### config.mk
export PLATFORM = sky130hd
export DESIGN_NAME = spc_outq
export DESIGN_NICKNAME = d
export VERILOG_FILES = /design/src/rtl/spc_pkg.sv /design/src/rtl/spc_outq.sv
export SDC_FILE = /design/constraint.sdc
export NUM_CORES = 1
export LEC_CHECK = 0
export ABC_AREA = 0
export BUFFER_PORTS_ARGS = -buffer_cell sky130_fd_sc_hd__buf_2
export CORE_MARGIN = 4
export CORE_UTILIZATION = 57
export DETAILED_ROUTE_END_ITERATION = 12
export GPL_ROUTABILITY_DRIVEN = 0
export GPL_TIMING_DRIVEN = 0
export PLACE_DENSITY = 0.84
export SLEW_MARGIN = 25
export SYNTH_ARGS = -nofsm -noshare
export SYNTH_HDL_FRONTEND = slang
export SYNTH_SLANG_ARGS = --single-unit
### constraint.sdc
create_clock -name clk -period 4.3 [get_ports clk]
set_input_delay 0.645 -clock clk [delete_from_list [all_inputs] [get_ports clk]]
set_output_delay 0.645 -clock clk [all_outputs]
set_load 0.05 [all_outputs]
### src/rtl/spc_pkg.sv
// Shared types and constants for the stack permutation checker.
package spc_pkg;

  localparam int VAL_W  = 13;
  localparam int NEXT_W = VAL_W + 1;
  localparam int RUN_W  = 2 * VAL_W;

  typedef enum logic [1:0] {
    KIND_PUSH   = 2'd0,
    KIND_POP    = 2'd1,
    KIND_REJECT = 2'd2
  } kind_t;

  typedef struct packed {
    kind_t            kind;
    logic [VAL_W-1:0] from_value;
    logic [VAL_W-1:0] to_value;
    logic             last;
  } result_t;

  typedef struct packed {
    logic    first_valid;
    logic    second_valid;
    result_t first;
    result_t second;
  } oq_push_t;

endpackage

### src/rtl/spc_outq.sv
// Four-entry result queue taking up to two results a cycle.
module spc_outq (
  input  logic              clk,
  input  logic              rst,
  input  spc_pkg::oq_push_t push,
  output logic              room,
  output logic              out_valid,
  output spc_pkg::result_t  out_item,
  input  logic              out_ready
);
  import spc_pkg::*;

  result_t    entries [4];
  logic [1:0] rd_ptr;
  logic [1:0] wr_ptr;
  logic [2:0] count;
  logic [2:0] n_push;
  logic       pop;

  assign n_push    = {2'd0, push.first_valid} + {2'd0, push.second_valid};
  assign out_valid = (count != 3'd0);
  assign out_item  = entries[rd_ptr];
  assign pop       = out_valid && out_ready;
  assign room      = (count <= 3'd2);

  always_ff @(posedge clk) begin
    if (push.first_valid) begin
      entries[wr_ptr] <= push.first;
    end
    if (push.second_valid) begin
      entries[2'(wr_ptr + 2'd1)] <= push.second;
    end
  end

  always_ff @(posedge clk) begin
    if (rst) begin
      rd_ptr <= '0;
      wr_ptr <= '0;
      count  <= '0;
    end else begin
      wr_ptr <= wr_ptr + n_push[1:0];
      rd_ptr <= rd_ptr + {1'b0, pop};
      count  <= count + n_push - {2'd0, pop};
    end
  end

endmodule

==> results list, run 1 <==
* Outcome: completed
- Cell area power density: 572 nW/um2
- Summed over all instances, the cell type with the most area after synthesis is sky130_fd_sc_hd__edfxtp_1.
- Simple-gate area share of the yosys netlist: 1.58%
- Cells fill 70.4% of the core in the end.
* Setup repair after global routing missed its margin: false
- Between clock sinks in the finished design, the worst skew comes to 0.00666 ns.
- Final cell count without fillers: 584
* Clock Tree Root: sky130_fd_sc_hd__clkbuf_8
- Die Area: 12300 um2
* Skew-Pair Late Insertion Delay: 0.51 ns
- In the routed design, unresolved DRC markers number 0.
- Number of buffers created by CTS: 17
* Leakage power summed over all cells: 2.70 nW
* Average routed wire per standard cell: 21.6 um
- Worst slew slack as a fraction of its limit: 54.9%
- Max frequency: 358 MHz
- Initial cell density of the core: 58.4%
- Dividing the final minimum period by the clock period gives 65.0%.
- After layout, the worst setup slack is 1.50 ns.
- Cell total after placement: 556
- In the routed layout, each cell is associated on average with a via count of 5.79.
- Post-layout net count: 509
- The synthesized netlist devotes 1.58% of its cell area to adder and majority cells.
- Global routing finished with a remaining overflow of 0.
- Count of hold buffers inserted by post-cts repair: 0
- Summing every instance area after synthesis gives 6030 um2.
- By area, the combinational part of the netlist is dominated by multiplexers.
- Of the cells placed in the final design, the portion with a size suffix greater than 1 is 63.4%.
* Hold Crit Class: input port to flop
- Number of max-slew violations in the final report: 0
* Total cell area at the placement stage: 6800 um2
- Layout overhead on the synthesized area: 20.4%
- Measured along the x axis, the die boundary spans 111 um.
* Setup slack at placement: 1.80 ns
- Once the clock tree was built, the setup fixing pass inserted 0 buffers.
* Area of the multi-input gates: 2300 um2
- Number of setup violations in the final report: 0
- Synth Net Count: 393
- CTS H-tree depth: 4
- Ranked by total cell area, the synthesized netlist is headed by sky130_fd_sc_hd__edfxtp_1 58%, sky130_fd_sc_hd__mux2_2 20%, sky130_fd_sc_hd__mux4_2 11%, sky130_fd_sc_hd__mux2_4 2.5%, sky130_fd_sc_hd__dfxtp_1 2.3%.
- For the worst setup path, the data arrival time is 2.15 ns.
- Total iterations of the first detailed-routing run: 4
- Across the whole layout, storage elements account for 3620 um2.
- The number of antenna violations at the first check in global routing came to 0.
* Minimum clock period: 2.80 ns
- After Yosys synthesis, XOR and XNOR cells account for 0.892% of the synthesized area.
* Distinct cell type count after synthesis: 25
- Startpoint type of the worst setup path: flop
* Yosys warning total: 0
- Synth Flop Type: sky130_fd_sc_hd__edfxtp_1
* First-pass GRT wire length: 19.9 mm
- After legalization and detailed placement, the total HPWL measured 8.32 mm.
- At the worst endpoint, the required time is 3.65 ns.
* Sequential share of the synthesized area: 60.1%
- Number of clock sinks: 123
- Critical path capture point type: output port
- 0 antenna diodes ended up in the layout.
* Number of synthesized register bits: 123
- Total Negative Setup Slacks: 0 ns
* Antenna violation net count after detailed routing: 0
* Compound-cell area share of the yosys netlist: 0.249%
* Worst-path maximum fanout: 10
* Critical path destination: out_item[21]
- Initial drt markers: 142
- Count of cells along the worst register-to-register path: 8
- Maximum count of clock buffers along a single path: 2
- Clock-pin slew was measured on the worst setup and hold paths at 0.06 ns.
* Worst IR drop on VDD: 391 uV
- In the synthesized netlist the async set-or-reset flop fraction comes to 0%.
* Critical R2R Capture: count[2]
- Share of synthesized area spent on multiplexers: 33.3%
* DRT Wirelength: 12.6 mm
- Vias: 3379
- In this run the standard cell core region covers 10300 um2.
- Count of port buffers added during placement: 93
- The tool flagged a number of max-cap violations equal to 0.
- Fraction of post-synthesis cell area in the top cell type by area: 57.7%
- IO Count: 94
- Final design area excluding fillers: 7260 um2
* Ranking of synthesized cells by instance count: 116 x sky130_fd_sc_hd__edfxtp_1, 106 x sky130_fd_sc_hd__mux2_2, 29 x sky130_fd_sc_hd__mux4_2
* Worst reg2reg startpoint: count[2]
* Number of global-route vias before repair: 3675
- The most critical setup path has its startpoint at rd_ptr[0].
- Vert. Die Dim: 111 um
- Counting flops with a built-in enable in the synthesized netlist gives 116.
- The final hold violation count is 0.
* Number of resized instances in the post-cts repair step: 0
- The setup check on the worst reg-to-reg path leaves a slack of 2.02 ns.
* Mean area per synthesized cell: 18.7 um2
- Most repeated cell in the gate-level netlist after synthesis: sky130_fd_sc_hd__edfxtp_1
* Filler Cells Inserted: 655
- TritonCTS built the clock tree.
- Class of the most critical setup path: flop to output port
- Across every metal layer, demand over resource in global routing totals 21.3%.
* Number of rows in the core area: 37
- Cells after synthesis: 323
* Slew at the pin closest to its max-slew limit: 0.677 ns
- Maximum number of pins on one net before global-route repair: 20
==> worst min-delay path by stage <==
stage,from,end,depth (start not counted)
after detailed placement,count[0],count[0],2
after global routing,rst,count[1],2
after CTS,rst,count[1],2
after global placement,count[0],count[0],2
after floorplan,count[0],count[0],2
final,rst,count[2],2
==> cell usage in the layout (no fill, tap or decap), drive strengths merged, types with 2 or more instances in the layout <==
master,count
edfxtp,116
mux2,116
buf,113
mux4,29
clkbuf,24
inv,7
dfxtp,7
ha,6
clkinv,6
nor2,5
nor2b,4
nand3b,2
o21ai,2
xnor3,2
==> layout make-up <==
| type | count | area share, % |
|---|---|---|
| inverters | 7 | 0.362 |
| plain buffers | 18 | 1.62 |
| clock inverters | 6 | 0.379 |
| well taps | 136 | 2.34 |
| multi-input cells | 175 | 31.7 |
| repair buffers | 97 | 7.75 |
| clock buffers | 22 | 5.96 |
| flip-flops and latches | 123 | 49.9 |
==> cell families (layout without fill, tap and decap cells) <==
logic type | count (synthesis) | in the layout
AO/OA/AOI/OAI | 3 | 3
adder cells (fa/ha/maj) | 7 | 7
buffers and inverters | 25 | 150
multiplexers | 146 | 146
XOR/XNOR | 3 | 3
flip-flops | 123 | 123
AND/OR/NAND/NOR | 16 | 16
==> where the power goes <==
part / internal (mW) / switching [mW]
Sequential: 1.52 / 0.0526
Clock: 0.683 / 0.454
Combinational: 0.544 / 0.904
Total: 2.75 / 1.41
==> routing by layer <==
| metal | up-vias | routed length, um | GRT usage (%) |
|---|---|---|---|
| met3 | 11 | 711 | 5.90 |
| met1 | 1718 | 5020 | 26.5 |
| met5 | - | 0 | 0 |
| li1 | 1542 | - | - |
| met2 | 108 | 6770 | 37.2 |
| met4 | 0 | 100 | 4.76 |
==> critical path: stages (launching register included) <==
cell                      delay (ns)
sky130_fd_sc_hd__dfxtp_1        0.38
sky130_fd_sc_hd__buf_4          0.27
sky130_fd_sc_hd__buf_6          0.23
sky130_fd_sc_hd__mux4_2         0.54
sky130_fd_sc_hd__buf_2          0.23
==> state kept, by name, summed over array words and instances (netlist names) <==
signal   flops
count        3
rd_ptr       2
wr_ptr       2
entries    116
==> metrics by stage <==
stage	power (mW)	hold WS (ns)
6_report	4.16	0.396
5_1_grt	4.32	0.384
4_1_cts	4.19	0.378
3_5_place_dp	3.05	0.623
3_3_place_gp	2.98	0.590
2_1_floorplan	2.68	0.573
(Power assumes the default switching activity.)
==> run 2: changes to the inputs <==
--- a/config.mk
+++ b/config.mk
@@ -8,11 +8,11 @@
 export ABC_AREA = 0
 export BUFFER_PORTS_ARGS = -buffer_cell sky130_fd_sc_hd__buf_2
 export CORE_MARGIN = 4
-export CORE_UTILIZATION = 57
+export CORE_UTILIZATION = 51
 export DETAILED_ROUTE_END_ITERATION = 12
 export GPL_ROUTABILITY_DRIVEN = 0
 export GPL_TIMING_DRIVEN = 0
-export PLACE_DENSITY = 0.84
+export PLACE_DENSITY = 0.8
 export SLEW_MARGIN = 25
 export SYNTH_ARGS = -nofsm -noshare
 export SYNTH_HDL_FRONTEND = slang
==> constraint.sdc (replaced) <==
create_clock -name clk -period 2.4 [get_ports clk]
set_input_delay 0.36 -clock clk [delete_from_list [all_inputs] [get_ports clk]]
set_output_delay 0.36 -clock clk [all_outputs]
set_load 0.05 [all_outputs]
==> results list, run 2 (synthesized netlist as in run 1, its figures left out) <==
* Clock tree from TritonCTS: built
* Most common cell after layout, fill and taps aside: sky130_fd_sc_hd__edfxtp_1
- Critical path capture point type: output port
- The antenna violation net count after detailed routing was 0 (unchanged).
- Number of rows in the core area: 39 (+5.4%)
- In the layout the commonest cells are 116 x sky130_fd_sc_hd__edfxtp_1, 106 x sky130_fd_sc_hd__mux2_2, 102 x sky130_fd_sc_hd__buf_2.
- The number of antenna violations at the first check in global routing was 0 (unchanged).
- Die width: 117 um (+5.3%)
- Final cell utilization of the core: 64.6% (-5.8 points)
* Max frequency: 435 MHz
- GRT Residual Overflow: 0 (unchanged)
* Post-layout net count: 509 (unchanged)
- Most flops, register: entries
- Number of setup violations in the final report: 0 (unchanged)
- Core box area: 11500 um2 (+12%)
- Number of max-slew violations in the final report: 0 (unchanged)
- The critical path goes through buf_8 -> buf_8 -> mux4_2 -> buf_2.
- The worst supply voltage drop on vdd came to 675 uV (+73%).
- The pin slew with the least headroom to its limit is 0.720 ns (+0.0431 ns).
- The largest stage delay on the critical path is 0.53 ns (about the same).
- Min setup slack post-route: 0.100 ns (-1.40 ns)
* Skew-Pair Late Insertion Delay: 0.41 ns (-0.10 ns)
* Final setup skew: 0.00694 ns (+0.000287 ns)
* Clock Tree Root: sky130_fd_sc_hd__clkbuf_16
* Minimum clock period: 2.30 ns
- Number of global-route vias before repair: 3645 (-0.82%)
* Count of port buffers added during placement: 93 (unchanged)
- Total iterations of the first detailed-routing run: 5 (+1)
* Post-CTS Repair Setup Buffers: 0 (unchanged)
- The power consumption is 8.07 mW (+94%).
* DRC violation count after routing: 0 (unchanged)
- STA classifies the critical path startpoint as a flop.
- Cell total after placement: 563 (+1.3%)
* Crit path DAT: 1.94 ns (-0.21 ns)
- The die footprint came to 13600 um2 (+11%).
- Setup slack at placement: 0.140 ns (-1.66 ns)
- Maximum number of pins on one net before global-route repair: 21 (+5.0%)
- The total length of routed wires came to 12.6 mm (-0.18%).
* Worst-path maximum fanout: 10 (unchanged)
- Gr usage total: 19.6% (-1.6 points)
- Initial drt markers: 177 (+25%)
- The remaining max-slew budget at the tightest pin is 51.8% (-3.1 points).
- Fraction of the cycle the final worst path needs: 95.8%
- Number of clock sinks: 123 (unchanged)
- The number of vias in the routed layout came to 3375 (-0.12%).
* Number of flip-flops in the largest register: 116 (unchanged)
- IO Count: 94 (unchanged)
* N_diodes: 0 (unchanged)
- The kind of cell with the highest combined delay along the critical path is buffers and inverters.
* Most common cell type on the critical path: sky130_fd_sc_hd__buf_8
* Setup repair after global routing missed its margin: false
- The total leakage power came to 2.76 nW (+2.2%).
- Maximum count of clock buffers along a single path: 2 (unchanged)
- The number of max-capacitance violations reported was 0 (unchanged).
- The die boundary height was 117 um (+5.3%).
- The share of post-route cells with drive strength above 1 is 65.3% (+1.9 points).
* Critical path buffer and inverter count: 3 (unchanged)
* Layout overhead on the synthesized area: 23.3%
- The via count normalized by instance count is 5.67 (-2.0%).
- Initial cell density of the core: 52.4% (-6.1 points)
- Class of the most critical setup path: flop to output port
- Cell area power density: 1090 nW/um2 (+90%)
- Detailed placer's ending HPWL: 8.08 mm (-2.9%)
* Cell type of the slowest stage on the worst timing path: sky130_fd_sc_hd__mux4_2
* Registers with the highest flip-flop counts: entries: 116 flops, count: 3 flops
* Hold Violations, Final: 0 (unchanged)
* Clock-pin slew on the worst setup and hold paths: 0.05 ns (about the same)
- Average routed wire per standard cell: 21.1 um (-2.0%)
- The min-delay analysis places its worst path in the category input port to flop.
- Number of buffers created by CTS: 17 (unchanged)
* First-pass GRT wire length: 19.4 mm (-2.2%)
- Final cell count without fillers: 595 (+1.9%)
- CTS H-tree depth: 4 (unchanged)
- Required time at the endpoint of the critical path: 2.04 ns (-1.61 ns)
- The run finished with clean final reports.
* Count of hold buffers inserted by post-cts repair: 0 (unchanged)
==> run 2: cell types whose count changed in the layout (fill, tap and decap cells not counted), sizes merged <==
| cell | before | now |
|---|---|---|
| inv | 7 | 8 |
| clkinvlp | 0 | 4 |
| bufinv | 0 | 4 |
| clkinv | 6 | 2 |
| buf | 113 | 112 |
==> run 2: routing by layer <==
metal	GRT usage [%]	vias up	share of wire [%]
met5	0	-	0
met4	7.34	0	1.7
met3	4.30	17	5.4
met2	33.7	105	53
met1	24.5	1710	40
li1	-	1543	-
==> run 2: timing repair <==
action	4_1_cts	5_1_grt
cloned	0	0
gates resized for setup	1	8
endpoints found under the setup margin	1	25
pin swaps	0	0
==> run 2: final timing paths <==
kind / startpoint / to / slack [ns] / depth (start not counted)
setup reg to reg: count[2] / count[2] / 0.19 / 8
hold reg to reg: count[0] / count[0] / 0.63 / 2
hold / removal: rst / rd_ptr[1] / 0.22 / 2
setup / recovery: rd_ptr[0] / out_item[18] / 0.1 / 4
==> run 2: area by class of cell <==
class	instances	area, um2
buffer	18	134
clock buffer	21	440
clock inverter	11	169
fill	812	4080
inverter	7	26.3
multi-input combinational	175	2310
sequential	123	3620
tap	143	179
timing repair buffer	97	556
==> run 2: report_power, final <==
part / switching, mW / internal (mW)
combinational: 1.62 / 0.996
clock: 0.907 / 1.74
sequential: 0.0930 / 2.72
==> run 2: stage by stage <==
stage	hold WS [ns]	cell area [um2]	TNS, ns
floorplan	0.432	6040	-37.58
global placement	0.597	6680	-191.00
detailed placement	0.612	6810	0
CTS	0.209	7420	0
global route	0.221	7440	0
finish	0.222	7440	0
==> run 3: changes to the inputs <==
--- a/config.mk
+++ b/config.mk
@@ -7,12 +7,15 @@
 export LEC_CHECK = 0
 export ABC_AREA = 0
 export BUFFER_PORTS_ARGS = -buffer_cell sky130_fd_sc_hd__buf_2
+export CELL_PAD_IN_SITES_DETAIL_PLACEMENT = 0
+export CELL_PAD_IN_SITES_GLOBAL_PLACEMENT = 1
 export CORE_MARGIN = 4
-export CORE_UTILIZATION = 51
+export CORE_UTILIZATION = 45
+export CTS_BUF_LIST = sky130_fd_sc_hd__clkbuf_8
 export DETAILED_ROUTE_END_ITERATION = 12
 export GPL_ROUTABILITY_DRIVEN = 0
 export GPL_TIMING_DRIVEN = 0
-export PLACE_DENSITY = 0.8
+export PLACE_DENSITY = 0.82
 export SLEW_MARGIN = 25
 export SYNTH_ARGS = -nofsm -noshare
 export SYNTH_HDL_FRONTEND = slang
==> results list, run 3 (synthesized netlist as in run 1, its figures left out) <==
- The number of standard cells in the layout, taps in and fillers out came to 629 (+5.7%).
- The mean routed wirelength per cell came to 20.3 um (-4.0%).
- The slowest stage of the critical path is the sky130_fd_sc_hd__fa_1 cell.
- Final cell utilization of the core: 55.5% (-9.1 points)
- Worst-path maximum fanout: 3 (-7)
- The total length of routed wires came to 12.8 mm (+1.4%).
- Fraction of final layout cells with drive strength greater than 1: 65.8% (+0.52 points)
* Initial antenna violation count: 0 (unchanged)
- The horizontal die dimension was 124 um (+6.0%).
- CTS H-tree depth: 4 (unchanged)
- The number of cell rows came to 42 (+7.7%).
- Die Area: 15300 um2 (+12%)
- Clock tree from TritonCTS: built
* Post-CTS Repair Setup Buffers: 0 (unchanged)
- The flow ran to the end, and the final reports show no timing, DRC or antenna violations.
- The required arrival time at the worst endpoint came to 2.78 ns (+0.74 ns).
- The flip-flop count of the largest register, all copies and words added is 116 (unchanged).
* Core box area: 13200 um2 (+15%)
- First-pass GRT wire length: 19.9 mm (+2.2%)
- The pin count of the biggest net entering global routing was 21 (unchanged).
- The insertion delay of the later-clocked pin in the worst-skew pair was 0.45 ns (+0.04 ns).
- Initial cell density of the core: 45.7% (-6.6 points)
- The worst clock skew on the final layout came to 0.0120 ns (+0.00508 ns).
* Combinational Power Share: 36.0% (+3.6 points)
- Post-detailed-route via-to-cell ratio: 5.31 (-6.4%)
* Final worst hold slack: 0.184 ns (-0.0385 ns)
- The aggregate global routing overflow came to 0 (unchanged).
- Switching share of power: 35.1% (+2.6 points)
- The final hold violation count is 0 (unchanged).
- The number of top-level pins is 94 (unchanged).
- The achievable clock frequency is 439 MHz (+0.87%).
- The remaining routing DRC violations is 0 (unchanged).
* Max-Cap Viols: 0 (unchanged)
- Slew at the pin closest to its max-slew limit: 0.509 ns (-0.211 ns)
- The part of the cycle the worst path needs is 95.0% (-0.83 points).
- The maximum clock path buffer count was 2 (unchanged).
- The largest stage delay on the critical path came to 0.39 ns (-0.14 ns).
- Worst IR drop on VDD: 551 uV (-18%)
* Critical path capture point type: flop
* Setup repair after global routing missed its margin: false
* Clock-pin slew on the worst setup and hold paths: 0.07 ns (+0.02 ns)
- Number of max-slew violations in the final report: 0 (unchanged)
- Leakage power summed over all cells: 2.69 nW (-2.4%)
* Worst path cell trace: or3_4 -> and2_1 -> ha_1 -> inv_1 -> ha_1 -> fa_1 -> xnor3_1 -> nor2_1
- Gr usage total: 18.0% (-1.6 points)
- The iteration count of the initial detailed-routing pass came to 4 (-1).
* Number of clock sinks: 123 (unchanged)
- Share of power burned in the clock network: 25.6% (-7.1 points)
* Startpoint type of the worst setup path: flop
* Detailed placer's ending HPWL: 8.46 mm (+4.8%)
- Post-layout net count: 510 (+0.20%)
- Antenna violation net count after detailed routing: 0 (unchanged)
- From synthesis to final layout, the design area changed by 21.3%.
- Most common cell after layout, fill and taps aside: sky130_fd_sc_hd__edfxtp_1
- The register share of total power was 38.4% (+3.6 points).
* Crit path DAT: 2.66 ns (+0.72 ns)
* Clock Tree Root: sky130_fd_sc_hd__clkbuf_8
* Highest-count cells in the layout ignoring fill and taps: 116 x sky130_fd_sc_hd__edfxtp_1, 106 x sky130_fd_sc_hd__mux2_2, 102 x sky130_fd_sc_hd__buf_2
- Initial drt markers: 208 (+18%)
- Count of port buffers added during placement: 93 (unchanged)
- The kind of cell with the highest combined delay along the critical path is adder cells.
- The count of hold buffers inserted by post-cts repair is 0 (unchanged).
* Min setup slack post-route: 0.120 ns (+0.0198 ns)
- Worst slew slack as a fraction of its limit: 66.0% (+14 points)
- Setup slack at placement: 0.117 ns (-0.0226 ns)
* Class of the most critical setup path: flop to flop
* Minimum clock period: 2.28 ns (-0.0198 ns)
- The tightest min-delay check is of the input port to flop type.
- The die boundary height is 124 um (+6.0%).
- The power density normalized to cell area came to 999 nW/um2 (-7.9%).
- The number of failing setup endpoints in the final timing report is 0 (unchanged).
- The power dissipated by switching net loads was 2.57 mW (-2.1%).
- The number of global-route vias before repair came to 3592 (-1.5%).
- Most common cell type on the critical path: sky130_fd_sc_hd__ha_1
- Registers with the highest flip-flop counts: entries: 116 flops, count: 3 flops
* N_diodes: 0 (unchanged)
- Vias: 3338 (-1.1%)
- Most flops, register: entries
* P_int: 4.74 mW (-13%)
- Critical path buffer and inverter count: 1 (-2)
* Number of buffers created by CTS: 17 (unchanged)
- The instance count after placement with tap cells included came to 598 (+6.2%).
## run 3: cell types whose count changed in the layout (fill, tap and decap cells not counted), moves of 2 or more
cell,delta
sky130_fd_sc_hd__clkbuf_8,+17
sky130_fd_sc_hd__clkbuf_16,-17
sky130_fd_sc_hd__clkinv_4,+2
sky130_fd_sc_hd__buf_16,+2
sky130_fd_sc_hd__clkbuf_1,-4
## run 3: timing repair
| item | CTS | global route |
|---|---|---|
| hold endpoints to repair | 0 | 0 |
| gates resized for setup | 4 | 2 |
| endpoints found under the setup margin | 19 | 2 |
## run 3: layout make-up
class | instances | area, um2
clock inverters | 15 | 174
flip-flops and latches | 123 | 3620
plain buffers | 17 | 119
multi-input cells | 175 | 2310
well taps | 176 | 220
clock buffers | 17 | 234
repair buffers | 99 | 611
fillers | 1050 | 5870
inverters | 7 | 26.3
## run 3: power by group through the flow
stage / Combinational (mW) / Sequential, mW / Clock, mW
final: 2.63 / 2.81 / 1.87
after global routing: 2.80 / 2.83 / 2.00
after global placement: 2.53 / 2.87 / 0
after floorplan: 1.98 / 2.83 / 0
after detailed placement: 2.67 / 2.85 / 0
after CTS: 2.67 / 2.81 / 1.90
## run 3: metal layers
layer	up-vias	track usage, %	share of wire [%]
li1	1543	-	-
met2	93	30.5	52
met3	12	4.72	5.7
met1	1690	22.4	41
met4	0	6.57	1.4
met5	-	0	0
## run 3: through the flow
stage                     power (mW)  TNS, ns  instance area (um2)
final                           7.31        0                 7320
after detailed placement        5.53        0                 6910
after floorplan                 4.81   -37.58                 6040
after global routing            7.64        0                 7320
after global placement          5.39  -203.08                 6720
after CTS                       7.38        0                 7310
## run 3: final timing paths
kind / depth (start not counted) / end / slack (ns) / from
worst max-delay path: 8 / count[2] / 0.12 / count[2]
worst min-delay path: 2 / count[0] / 0.18 / rst
worst max register to register: 8 / count[2] / 0.12 / count[2]
worst min register to register: 2 / count[0] / 0.64 / count[0]
